**src/rtl/smu_pkg.sv**
```systemverilog
// segmented memory unit package: op and status codes, sizes, state encoding
// no dependencies
package smu_pkg;
    localparam int SEG_COUNT = 64;
    localparam int SEG_WORDS = 256;
    localparam int SEG_W     = 6;
    localparam int IDX_W     = 8;
    localparam int LEN_W     = 9;
    localparam int ADDR_W    = SEG_W + IDX_W;
    localparam int CNT_W     = 7;

    localparam logic [2:0] OP_LOAD  = 3'd0;
    localparam logic [2:0] OP_STORE = 3'd1;
    localparam logic [2:0] OP_MAP   = 3'd2;
    localparam logic [2:0] OP_UNMAP = 3'd3;
    localparam logic [2:0] OP_PROG  = 3'd4;
    localparam logic [2:0] OP_BOOT  = 3'd5;

    localparam logic [2:0] ST_OK        = 3'd0;
    localparam logic [2:0] ST_UNMAPPED  = 3'd1;
    localparam logic [2:0] ST_RANGE     = 3'd2;
    localparam logic [2:0] ST_ZERO      = 3'd3;
    localparam logic [2:0] ST_EXHAUSTED = 3'd4;
    localparam logic [2:0] ST_SIZE      = 3'd5;

    typedef enum logic [4:0] {
        S_IDLE = 5'b00001,
        S_READ = 5'b00010,
        S_ZERO = 5'b00100,
        S_COPY = 5'b01000,
        S_DONE = 5'b10000
    } state_t;

    typedef struct packed {
        logic              we;
        logic [ADDR_W-1:0] waddr;
        logic [31:0]       wdata;
        logic              re;
        logic [ADDR_W-1:0] raddr;
    } mem_req_t;
endpackage

```
**src/rtl/smu_id_queue.sv**
```systemverilog
// fifo of recycled segment identifiers, oldest first; the popped identifier
// shows on head_id in the cycle after pop
// depends on smu_pkg
module smu_id_queue
    import smu_pkg::*;
(
    input  logic             clk,
    input  logic             rst_n,
    input  logic             push,
    input  logic [SEG_W-1:0] push_id,
    input  logic             pop,
    output logic [SEG_W-1:0] head_id,
    output logic             empty,
    output logic             full
);
    logic [SEG_W-1:0] q [SEG_COUNT];
    logic [SEG_W-1:0] head_reg, head_next, tail_reg, tail_next;
    logic [CNT_W-1:0] count_reg, count_next;
    logic [SEG_W-1:0] head_id_reg;

    assign head_id = head_id_reg;
    assign empty   = (count_reg == '0);
    assign full    = (count_reg == CNT_W'(SEG_COUNT));

    always_comb
    begin
        head_next  = pop ? head_reg + 1'b1 : head_reg;
        tail_next  = push ? tail_reg + 1'b1 : tail_reg;
        count_next = count_reg + CNT_W'(push) - CNT_W'(pop);
    end

    always_ff @(posedge clk)
    begin
        if (push)
        begin
            q[tail_reg] <= push_id;
        end
        if (pop)
        begin
            head_id_reg <= q[head_reg];
        end
    end

    always_ff @(posedge clk or negedge rst_n)
    begin
        if (!rst_n)
        begin
            head_reg  <= '0;
            tail_reg  <= '0;
            count_reg <= '0;
        end
        else
        begin
            head_reg  <= head_next;
            tail_reg  <= tail_next;
            count_reg <= count_next;
        end
    end
endmodule

```
**config.mk**
```make
export PLATFORM = sky130hd
export DESIGN_NAME = smu_id_queue
export DESIGN_NICKNAME = d
export VERILOG_FILES = /design/src/rtl/smu_pkg.sv /design/src/rtl/smu_id_queue.sv
export SDC_FILE = /design/constraint.sdc
export NUM_CORES = 1
export LEC_CHECK = 0
export BUFFER_PORTS_ARGS = -buffer_cell sky130_fd_sc_hd__buf_2
export CELL_PAD_IN_SITES_DETAIL_PLACEMENT = 1
export CELL_PAD_IN_SITES_GLOBAL_PLACEMENT = 1
export CORE_MARGIN = 2
export CORE_UTILIZATION = 40
export DETAILED_ROUTE_END_ITERATION = 12
export GPL_ROUTABILITY_DRIVEN = 1
export HOLD_SLACK_MARGIN = 0.12
export PLACE_DENSITY = 0.6
export SLEW_MARGIN = 0
export SYNTH_ARGS = -nofsm -noshare
export SYNTH_HDL_FRONTEND = slang
export SYNTH_SLANG_ARGS = --single-unit
```
**constraint.sdc**
```tcl
create_clock -name clk -period 4.97 [get_ports clk]
set_input_delay 0.994 -clock clk [delete_from_list [all_inputs] [get_ports clk]]
set_output_delay 0.994 -clock clk [all_outputs]
set_load 0.005 [all_outputs]
```
# Word level (Yosys, flattened, before mapping)
# Memories as Yosys holds them, arrays and structs flattened. A register that Yosys moved wholly into a read port is not among the register bits.
# Cells that the tools add are included.
totals:
  reg_bits: 19
  latchBits: 0
  ramBits: 384
  mem_bits_ro: 0
  out_inout_bits: 8
  elab_cells: 12
  mem_count: 1
op_classes:
  add_sub_neg: 4
  n_mul: 0
  div: 0
  magnitude_cmp: 0
  n_eq_ne: 1
  n_shift: 0
  muxes: 2
  bitwise_logic: 0
  n_reduce_logical: 1
mem_list:
  columns: ["name", "depth", "width", "read_ports", "rd_clocked_by_memory_dff", "write_ports", "line", "source"]
  rows:
  - ["q", 64, 6, 1, 1, 1, "smu_id_queue.sv:16", "logic [SEG_W-1:0] q [SEG_COUNT];"]
op_table:
  columns: ["op", "count"]
  rows:
  - ["$add A6 B1 Y6 const B", 2]
  - ["$add A7 B1 Y7", 1]
  - ["$eq A7 B7 Y1 const B", 1]
  - ["$logic_not A7 Y1", 1]
  - ["$sub A7 B1 Y7", 1]
  - ["$mux W1", 2]

# Longest topological paths before layout
# Gate-level depths: netlist of the first run.
logic_depth:
  ltp_word: 2
  mapped_depth: 12
  depth_no_buf: 12

# Least setup slack after synthesis of the first run
# OpenSTA, ideal clock, no wires.
synth_timing:
  path_type: "input-to-reg"
  startpoint: "input pop"
  endpoint: "register count_reg[6]"
  setup_time_ps: 125
  arrival_ps: 2593
  setup_slack_ps: 2252
  stages: 11
  path_cell_list: "ha_1 -> inv_1 -> ha_1 -> inv_1 -> fa_1 -> nand2b_1 -> a21oi_1 -> o21ai_0 -> a21oi_1 -> nor2_1 -> xnor2_1"
synth_between:
  elab_chain_cells: 1
synth_lines:
  columns: ["item", "line", "source"]
  rows:
  - ["start: declaration", "smu_id_queue.sv:11", "input logic pop,"]
  - ["$sub A7 B1 Y7", "smu_id_queue.sv:29", "count_next = count_reg + CNT_W'(push) - CNT_W'(pop);"]
  - ["named net count_next[6]", "smu_id_queue.sv:18", "logic [CNT_W-1:0] count_reg, count_next;"]
  - ["end signal: assignment", "smu_id_queue.sv:56", "count_reg <= count_next;"]
  - ["end: declaration", "smu_id_queue.sv:18", null]
# The timed path passes the listed nets, and every way through them passes these cells.
# A chain may end at the register's enable or synchronous reset.

==> run_results.csv, run 1 <==
group,metric,value,unit
clock_network,tritoncts,"yes",
worst_setup_path,cp.arrival,4.01,ns
synth,yosys_warnings,0,
synth,synth-seq-area-share,74.2,%
power,leakagePower,6.03,nW
sta,drv_slew,0,
sta,maxSlewHeadroom,14.0,%
layout,antenna_cells,0,
place,place_congestion,0.793,
floorplanning,die_y,207,microns
synth,syn-num-nets,909,
drt,drtIter0Drc,690,
clock_network,cts_hold_buf,0,
drt,avgRoutedWirePerCell,27.2,microns
global_route,grt_max_degree,65,
clock_network,clkLatencyLatePin,0.56,ns
drt,firstDrtPassIters,5,
floorplanning,core_area,40600,sq um
floorplanning,initial_core_util,40.4,%
clock_network,path_clk_slew,0.06,ns
sta,fmax,280,MHz
drt,via_count,8261,
power,total_power,10.3,mW
global_route,grt_pass1_vias,8691,
place,port_buffers,17,
synth,ys_seq_elements,409,
sta,setup_ws,1.39,ns
worst_setup_path,path_max_fanout,18,
worst_setup_path,cp-start-kind,"flop",
outcome,outcome,"complete, no violations",
sta,fin_setup_tns,0,ns
worst_hold_path,holdCritPathClass,"in -> async",
job,drv_cap,0,
synth,avgSynthCellArea,18.5,sq um
layout,largest_reg_flops,384,
sta,worst_pin_slew,1.29,ns
synth,synth-main-ff-cell,"edfxtp_1",
synth,yosys.area.top_type_share,71.3,%
clock_network,cts-resized-gates,0,
global_route,grt_overflow_total,0,
global_route,grt_use_met2,31.4,%
floorplanning,die-area,42700,sq um
sta,hold_viol_final,0,
sta,final.period_utilization,71.9,%
global_route,grt_use_met1,27.7,%
place,dp_slack,1.40,ns
power,p_per_area,565,nW/um^2
clock_network,clk_path_buf_depth,3,
sta,layout_min_cycle_time,3.58,ns
layout,layoutNonFillerInstCount,1478,
layout,utilization,44.9,%
clock_network,cts_buffers,44,
clock_network,htree_num_levels,2,
layout,syn_to_final_growth,11.3,%
synth,yosys.area.top_type,"edfxtp_1",
floorplanning,rows,74,
clock_network,cts-root-buf,"clkbuf_16",
floorplanning,die_w,207,microns
sta,setup_viol,0,
global_route,grt_pass1_wl,59.5,mm
worst_setup_path,endpoint_kind,"flop",
global_route,grt_use_total,19.5,%
place,dp.cells,1399,
sta,skew,0.0107,ns
clock_network,cts_sinks,409,
place,dp_hpwl,24.2,mm
floorplanning,io_pins,18,
sta,rsz0062_at_grt,"false",
power,irDropWorstVdd,0.238,mV
drt,drc_errors,0,
synth,synthArstFlopShare,4.65,%
drt,finalWirelength,40.2,mm
drt,postRouteAntennaNets,0,
layout,layout.nets,935,
synth,synthTopCellsByArea,"edfxtp_1 71%, mux2i_1 5.7%, mux4_2 5.1%",
clock_network,post_cts_buffers,0,
global_route,grt_use_met3,2.86,%
synth,synth_cells,887,
layout,fillerInstances,3812,
layout,drive_gt1_share,14.3,%
global_route,grt_busiest_layer,"met2",
synth,syn-cell-area,16400,sq um
synth,synth_edf_count,390,
worst_setup_path,worst-setup-path-type,"reg -> reg",
worst_setup_path,worstPathRequired,5.40,ns
global_route,antenna_found_initial,0,
synth,synth.distinct_cells,47,
drt,drt-vias-per-instance,5.59,
-- critical path, stage by stage, from the launching register on --
cell and delay, ns:
dfrtp_1 0.87, buf_4 0.40, and2_1 0.68, nand2_1 0.47, o22ai_1 0.31, a211oi_2 0.09
a22oi_1 0.37, mux2_2 0.22
-- where the power goes --
part / internal, mW / switching, mW / total [mW]
registers: 4.03 / 0.348 / 4.37
clock network: 1.86 / 1.31 / 3.17
logic: 1.14 / 1.64 / 2.78
total: 7.03 / 3.30 / 10.3
-- stage by stage --
| step | instance area, sq um | hold WS [ns] |
|---|---|---|
| after detailed placement | 16900 | 0.610 |
| after floorplan | 16400 | 0.556 |
| after global placement | 16900 | 0.588 |
| final | 18300 | 0.404 |
| after CTS | 18300 | 0.390 |
| after global routing | 18300 | 0.422 |
-- final cells by class --
| class | instances | area [sq um] | area share [%] |
|---|---|---|---|
| clock buffers | 61 | 1220 | 6.66 |
| clock inverters | 18 | 156 | 0.856 |
| inverters | 14 | 52.6 | 0.288 |
| multi-input cells | 412 | 3780 | 20.7 |
| flip-flops and latches | 409 | 12200 | 66.7 |
| well taps | 532 | 666 | 3.64 |
| repair buffers | 32 | 210 | 1.15 |
-- kinds of logic (layout without fill, tap and decap cells) --
kind of cell             count (synthesis)  in the layout  share of synthesized area, %
XOR/XNOR                                15             15                         0.800
flip-flops                             409            409                          74.2
AO/OA/AOI/OAI                          117            117                          4.90
buffers and inverters                   66            125                          2.76
multiplexers                           148            148                          13.2
adder cells (fa/ha/maj)                 12             12                         0.960
AND/OR/NAND/NOR                        120            120                          3.17
-- synthesized netlist by cell type, drive strengths merged (4+ instances only) --
cell    count
xor2        5
nor2b       5
mux2        5
xnor2      10
clkbuf     22
a221oi     24
a21oi      16
dfrtp      19
nand2b      4
inv        14
o21ai      28
a22oi       9
buf        29
mux4       50
a211oi     12
o22ai      12
nand3       8
nand2      18
o221ai     11
nor2       72
nand4       4
ha         11
mux2i      93
edfxtp    390
-- metal layers --
layer | vias to the layer above | routed length (microns)
met1 | 4370 | 18200
met5 | - | 0
met4 | 0 | 854
met2 | 223 | 19200
li1 | 3614 | -
met3 | 54 | 1850
-- cell usage in the layout (no fill, tap or decap), types with 4 or more instances in the layout --
cell type  count
a211oi_1      11
a21oi_1       16
a221oi_1      24
a22oi_1        9
buf_2         17
buf_4         14
clkbuf_1      13
clkbuf_16     45
clkinv_1       9
clkinv_2       5
dfrtp_1       18
edfxtp_1     390
ha_1          11
inv_1         14
mux2_2         5
mux2i_1       93
mux4_1        13
mux4_2        37
nand2_1       17
nand2b_1       4
nand3_1        8
nand4_1        4
nor2_1        72
nor2b_1        5
o21ai_0       27
o221ai_1      11
o22ai_1       12
xnor2_1       10
xor2_1         5
-- worst paths after layout --
kind                                         start                       to  slack (ns)  depth (start not counted)
max reg2reg                head_reg[2]$_DFFE_PN0P_     head_id[3]$_DFFE_PP_        1.39                          7
max in group asynchronous                    rst_n  head_reg[0]$_DFFE_PN0P_        4.18                          1
min in group clk            count_reg[5]$_DFF_PN0_   count_reg[6]$_DFF_PN0_        0.61                          2
min reg2reg                 count_reg[5]$_DFF_PN0_   count_reg[6]$_DFF_PN0_        0.61                          2
min                                          rst_n  tail_reg[1]$_DFFE_PN0P_        0.40                          1
max                        head_reg[2]$_DFFE_PN0P_     head_id[3]$_DFFE_PP_        1.39                          7
Note: power is estimated with default switching activity, not from simulation.
==> inputs of run 2 (changes only) <==
==> constraint.sdc (replaced) <==
create_clock -name clk -period 3.6 [get_ports clk]
set_input_delay 0.72 -clock clk [delete_from_list [all_inputs] [get_ports clk]]
set_output_delay 0.72 -clock clk [all_outputs]
set_load 0.005 [all_outputs]
==> run 2 against run 1 <==
  * Sequential power increased by 36%
  * Core utilization increased by 0.37 points
  * Sequential share of layout area decreased by 0.54 points
  * Clock skew increased by 0.010 ns
  * Largest cell class unchanged
  * Largest power group unchanged
==> run_results.csv, run 2 (synthesis gave the netlist of run 1 again) <==
group,metric,value,unit
drt,postRouteAntennaNets,0,
place,dp.cells,1412,
clock_network,cts_buffers,45,
sta,layout_min_cycle_time,2.88,ns
worst_hold_path,holdCritPathClass,"in -> async",
sta,drv_slew,0,
place,port_buffers,17,
floorplanning,io_pins,18,
floorplanning,die-area,42700,sq um
worst_setup_path,path_max_fanout,56,
layout,mostFrequentLayoutCells,"390 x edfxtp_1, 93 x mux2i_1, 72 x nor2_1, 45 x clkbuf_16, 37 x mux4_2",
clock_network,post_cts_buffers,0,
drt,finalWirelength,38.8,mm
layout,syn_to_final_growth,12.2,%
clock_network,cts_hold_buf,0,
sta,maxSlewHeadroom,19.3,%
clock_network,clkLatencyLatePin,0.56,ns
sta,fin_setup_tns,0,ns
place,dp_slack,0.646,ns
power,leakagePower,6.11,nW
sta,skew,0.0210,ns
worst_setup_path,endpoint_kind,"flop",
clock_network,cts_sinks,409,
layout,layout_commonest_cell,"edfxtp_1",
worst_setup_path,worst-setup-path-type,"reg -> reg",
clock_network,htree_num_levels,2,
drt,drc_errors,0,
worst_setup_path,cp.arrival,3.19,ns
clock_network,cts-root-buf,"clkbuf_16",
power,p_per_area,782,nW/um^2
floorplanning,core_area,40600,sq um
place,place_congestion,0.762,
global_route,grt_pass1_vias,8718,
layout,largest_reg_flops,384,
sta,fmax,347,MHz
sta,setup_viol,0,
worst_setup_path,cp-start-kind,"flop",
layout,antenna_cells,0,
clock_network,clk_path_buf_depth,3,
clock_network,path_clk_slew,0.06,ns
sta,whs,0.143,ns
layout,drive_gt1_share,15.6,%
layout,stdcell_area,18400,sq um
global_route,grt_max_degree,65,
clock_network,tritoncts,"yes",
sta,final.period_utilization,79.9,%
job,drv_cap,0,
sta,setup_ws,0.722,ns
global_route,grt_use_total,18.9,%
layout,utilization,45.3,%
drt,drtIter0Drc,541,
floorplanning,die_w,207,microns
global_route,grt_overflow_total,0,
worst_setup_path,worstPathRequired,3.92,ns
drt,firstDrtPassIters,4,
drt,drt-vias-per-instance,5.52,
floorplanning,die_y,207,microns
drt,via_count,8218,
global_route,grt_pass1_wl,58.2,mm
drt,avgRoutedWirePerCell,26.1,microns
layout,fillerInstances,3800,
place,placed_area,17000,sq um
floorplanning,initial_core_util,40.4,%
power,irDropWorstVdd,0.398,mV
power,total_power,14.4,mW
sta,hold_viol_final,0,
clock_network,cts-resized-gates,0,
global_route,antenna_found_initial,1,
layout,layoutNonFillerInstCount,1489,
floorplanning,rows,74,
layout,layout.nets,949,
outcome,outcome,"complete, no violations",
sta,rsz0062_at_grt,"false",
sta,worst_pin_slew,1.21,ns
place,dp_hpwl,24.9,mm
==> run 2: cell types whose count changed in the layout (fill, tap and decap cells not counted), moves of 2 or more <==
cell,previous run,this run
inv_6,0,2
clkbuf_8,3,0
buf_4,14,25
bufinv_16,3,5
buf_12,1,3
clkbuf_1,13,9
==> run 2: metal layers <==
| metal | track usage (%) | wire, microns | share of wire, % | vias up |
|---|---|---|---|---|
| met4 | 6.71 | 1130 | 2.9 | 0 |
| met1 | 26.3 | 17500 | 45 | 4334 |
| met5 | 0 | 0 | 0 | - |
| met3 | 3.06 | 1500 | 3.9 | 57 |
| li1 | - | - | - | 3644 |
| met2 | 30.5 | 18700 | 48 | 183 |
==> run 2: cell type report <==
type / count / area [sq um] / area share, %
clock inverter: 23 / 240 / 1.30
inverter: 14 / 52.6 / 0.285
sequential: 409 / 12200 / 66.2
clock buffer: 54 / 1160 / 6.30
multi-input combinational: 412 / 3780 / 20.5
timing repair buffer: 45 / 333 / 1.81
tap: 532 / 666 / 3.61
==> run 2: critical path, cell delays in order (launching register included) <==
cell and delay, ns:
dfrtp_4 0.60, buf_12 0.41, mux4_1 0.66, a21oi_1 0.42
a22oi_1 0.20, mux2_2 0.29
==> run 2: path summary, 6_finish.rpt <==
check / startpoint / to / slack, ns / depth (start not counted)
worst min-delay path: rst_n / head_reg[0]$_DFFE_PN0P_ / 0.14 / 1
worst max-delay path: head_reg[0]$_DFFE_PN0P_ / head_id[1]$_DFFE_PP_ / 0.72 / 5
min in group clk: push / tail_reg[2]$_DFFE_PN0P_ / 0.57 / 3
max in group asynchronous: rst_n / head_reg[0]$_DFFE_PN0P_ / 3.07 / 1
worst max register to register: head_reg[0]$_DFFE_PN0P_ / head_id[1]$_DFFE_PP_ / 0.72 / 5
worst min register to register: count_reg[5]$_DFF_PN0_ / count_reg[6]$_DFF_PN0_ / 0.65 / 2
==> run 2: report_power, final <==
group / total (mW) / switching [mW] / internal, mW
clock: 4.44 / 1.80 / 2.64
sequential: 5.95 / 0.389 / 5.56
combinational: 4.01 / 2.35 / 1.66
total: 14.4 / 4.55 / 9.86
==> inputs of run 3 (changes only) <==
--- a/config.mk
+++ b/config.mk
@@ -13,7 +13,7 @@
 export DETAILED_ROUTE_END_ITERATION = 12
 export GPL_ROUTABILITY_DRIVEN = 1
 export HOLD_SLACK_MARGIN = 0.12
-export PLACE_DENSITY = 0.6
+export PLACE_DENSITY = 0.62
 export SLEW_MARGIN = 0
 export SYNTH_ARGS = -nofsm -noshare
 export SYNTH_HDL_FRONTEND = slang
==> constraint.sdc (replaced) <==
create_clock -name clk -period 2.36 [get_ports clk]
set_input_delay 0.472 -clock clk [delete_from_list [all_inputs] [get_ports clk]]
set_output_delay 0.472 -clock clk [all_outputs]
set_load 0.005 [all_outputs]
==> run 3 against run 2 <==
  * Clock skew decreased by 0.0021 ns
  * Critical endpoint is now head_id[3]$_DFFE_PP_
  * Sequential power increased by 48%
  * Worst hold slack improved by 0.063 ns
  * Largest cell class unchanged
  * Largest power group unchanged
  * Critical path type unchanged
  * Power increased by 61%
==> run_results.csv, run 3 (synthesis gave the netlist of run 1 again) <==
group,metric,value,unit
outcome,outcome,"complete, no violations",
global_route,grt_use_total,19.6,%
floorplanning,initial_core_util,40.4,%
layout,drive_gt1_share,28.1,%
floorplanning,die-area,42700,sq um
drt,drt-vias-per-instance,5.39,
power,irDropWorstVdd,0.555,mV
drt,avgRoutedWirePerCell,25.0,microns
drt,via_count,8810,
worst_setup_path,worst-setup-path-type,"reg -> reg",
power,leakagePower,6.87,nW
sta,fmax,429,MHz
clock_network,tritoncts,"yes",
floorplanning,io_pins,18,
sta,whs,0.206,ns
clock_network,cts_sinks,409,
drt,finalWirelength,40.9,mm
drt,postRouteAntennaNets,0,
worst_setup_path,endpoint_kind,"flop",
power,internal_power,15.8,mW
floorplanning,rows,74,
power,switchingPower,7.36,mW
power,pwr-share-seq,38.2,%
global_route,antenna_found_initial,0,
drt,firstDrtPassIters,4,
global_route,grt_overflow_total,0,
sta,final.period_utilization,98.9,%
clock_network,htree_num_levels,2,
floorplanning,die_y,207,microns
floorplanning,die_w,207,microns
worst_hold_path,holdCritPathClass,"in -> reg",
layout,layout.nets,1092,
clock_network,clk_path_buf_depth,3,
drt,drc_errors,0,
layout,syn_to_final_growth,19.7,%
power,p_comb_share,34.5,%
sta,fin_setup_tns,0,ns
worst_setup_path,crit_path_cell_trace,"buf_12, buf_4, mux4_2, o21ai_0, a22oi_2, mux2_2",
floorplanning,core_area,40600,sq um
power,swShare,31.8,%
worst_setup_path,worstPathRequired,2.68,ns
job,drv_cap,0,
layout,mostFrequentLayoutCells,"390 x edfxtp_1, 152 x buf_4, 93 x mux2i_1, 71 x nor2_1, 46 x clkbuf_16",
worst_setup_path,path_max_fanout,15,
worst_setup_path,crit_slowest_cell,"dfrtp_4",
layout,antenna_cells,0,
sta,worst_pin_slew,0.725,ns
worst_setup_path,cp.arrival,2.65,ns
layout,layout_commonest_cell,"edfxtp_1",
worst_setup_path,cp_num_buf_inv,2,
sta,maxSlewHeadroom,51.7,%
layout,utilization,48.4,%
global_route,grt_pass1_vias,9323,
clock_network,path_clk_slew,0.06,ns
power,p_clk_share,27.4,%
sta,hold_viol_final,0,
sta,rsz0062_at_grt,"false",
layout,fillerInstances,3847,
place,place_congestion,0.807,
worst_setup_path,slowest_delay,0.47,ns
sta,layout_min_cycle_time,2.33,ns
power,p_per_area,1180,nW/um^2
drt,drtIter0Drc,683,
clock_network,clkLatencyLatePin,0.57,ns
place,port_buffers,17,
place,dp_hpwl,27.0,mm
worst_setup_path,cp-start-kind,"flop",
sta,skew,0.0189,ns
global_route,grt_max_degree,65,
clock_network,cts_buffers,44,
sta,setup_viol,0,
layout,largest_reg_flops,384,
global_route,grt_pass1_wl,60.1,mm
worst_setup_path,cpLargestDelayFamily,"multiplexers",
clock_network,cts-root-buf,"clkbuf_16",
sta,drv_slew,0,
## run 3: cell count changes in the layout (fill, tap and decap cells not counted), moves of 4 or more
cell,change
o21ai_1,+5
a21oi_2,+4
a22oi_1,-4
a221oi_2,+4
a21oi_1,-4
buf_12,+10
a221oi_1,-4
o21ai_0,-6
clkbuf_1,+6
a22oi_2,+4
buf_4,+127
bufinv_16,-4
## run 3: final timing paths
check                                   startpoint                      end  slack, ns  cells past startpoint
max in group asynchronous                    rst_n  head_reg[0]$_DFFE_PN0P_       1.55                      2
setup reg to reg           head_reg[0]$_DFFE_PN0P_     head_id[3]$_DFFE_PP_       0.03                      6
hold reg to reg            head_reg[3]$_DFFE_PN0P_  head_reg[3]$_DFFE_PN0P_       0.59                      2
min in group asynchronous                    rst_n  tail_reg[4]$_DFFE_PN0P_       0.41                      2
setup / recovery           head_reg[0]$_DFFE_PN0P_     head_id[3]$_DFFE_PP_       0.03                      6
hold / removal                                push   count_reg[0]$_DFF_PN0_       0.21                      2
## run 3: worst register-to-register path: stages (launching register included)
cell and delay [ns]:
dfrtp_4 0.47, buf_12 0.18, buf_4 0.14, mux4_2 0.47
o21ai_0 0.39, a22oi_2 0.14, mux2_2 0.29
## run 3: stage by stage
| step | total power, mW | cell area, sq um | std cells | worst slack [ns] |
|---|---|---|---|---|
| after floorplan | 13.5 | 16400 | 887 | 0.164 |
| after CTS | 23.0 | 19500 | 1626 | -0.00891 |
| final | 23.1 | 19700 | 1633 | 0.0267 |
| after global placement | 16.4 | 18200 | 1548 | -0.128 |
| after detailed placement | 16.6 | 18200 | 1548 | -0.135 |
| after global routing | 24.1 | 19700 | 1633 | 0.000480 |
## run 3: what timing repair did
action	CTS	global route
gates cloned	0	1
pin swaps	0	5
endpoints found under the hold margin	19	0
gates resized for setup	12	22
setup buffers	0	7
hold buffers	1	0
setup endpoints to repair	6	7
## run 3: metal layers
layer  vias up  global-route usage [%]  routed length, microns
met2       199                    31.8                   19700
met1      4636                    26.9                   18500
met5         -                       0                       0
met4         0                    5.89                     926
li1       3925                       -                       -
met3        50                    3.77                    1810
## run 3: cell type report
| class | count | area [sq um] | share of cell area, % |
|---|---|---|---|
| well taps | 532 | 666 | 3.39 |
| inverters | 14 | 52.6 | 0.267 |
| multi-input cells | 412 | 3860 | 19.7 |
| repair buffers | 189 | 1590 | 8.07 |
| clock inverters | 17 | 114 | 0.579 |
| flip-flops and latches | 409 | 12200 | 62.0 |
| clock buffers | 60 | 1180 | 6.02 |
## run 3: power by group through the flow
stage	clock (mW)	sequential, mW	combinational (mW)
floorplan	0	8.75	4.75
CTS	6.46	8.82	7.73
global route	6.72	8.87	8.53
global placement	0	8.94	7.48
finish	6.33	8.83	7.97
detailed placement	0	8.97	7.59
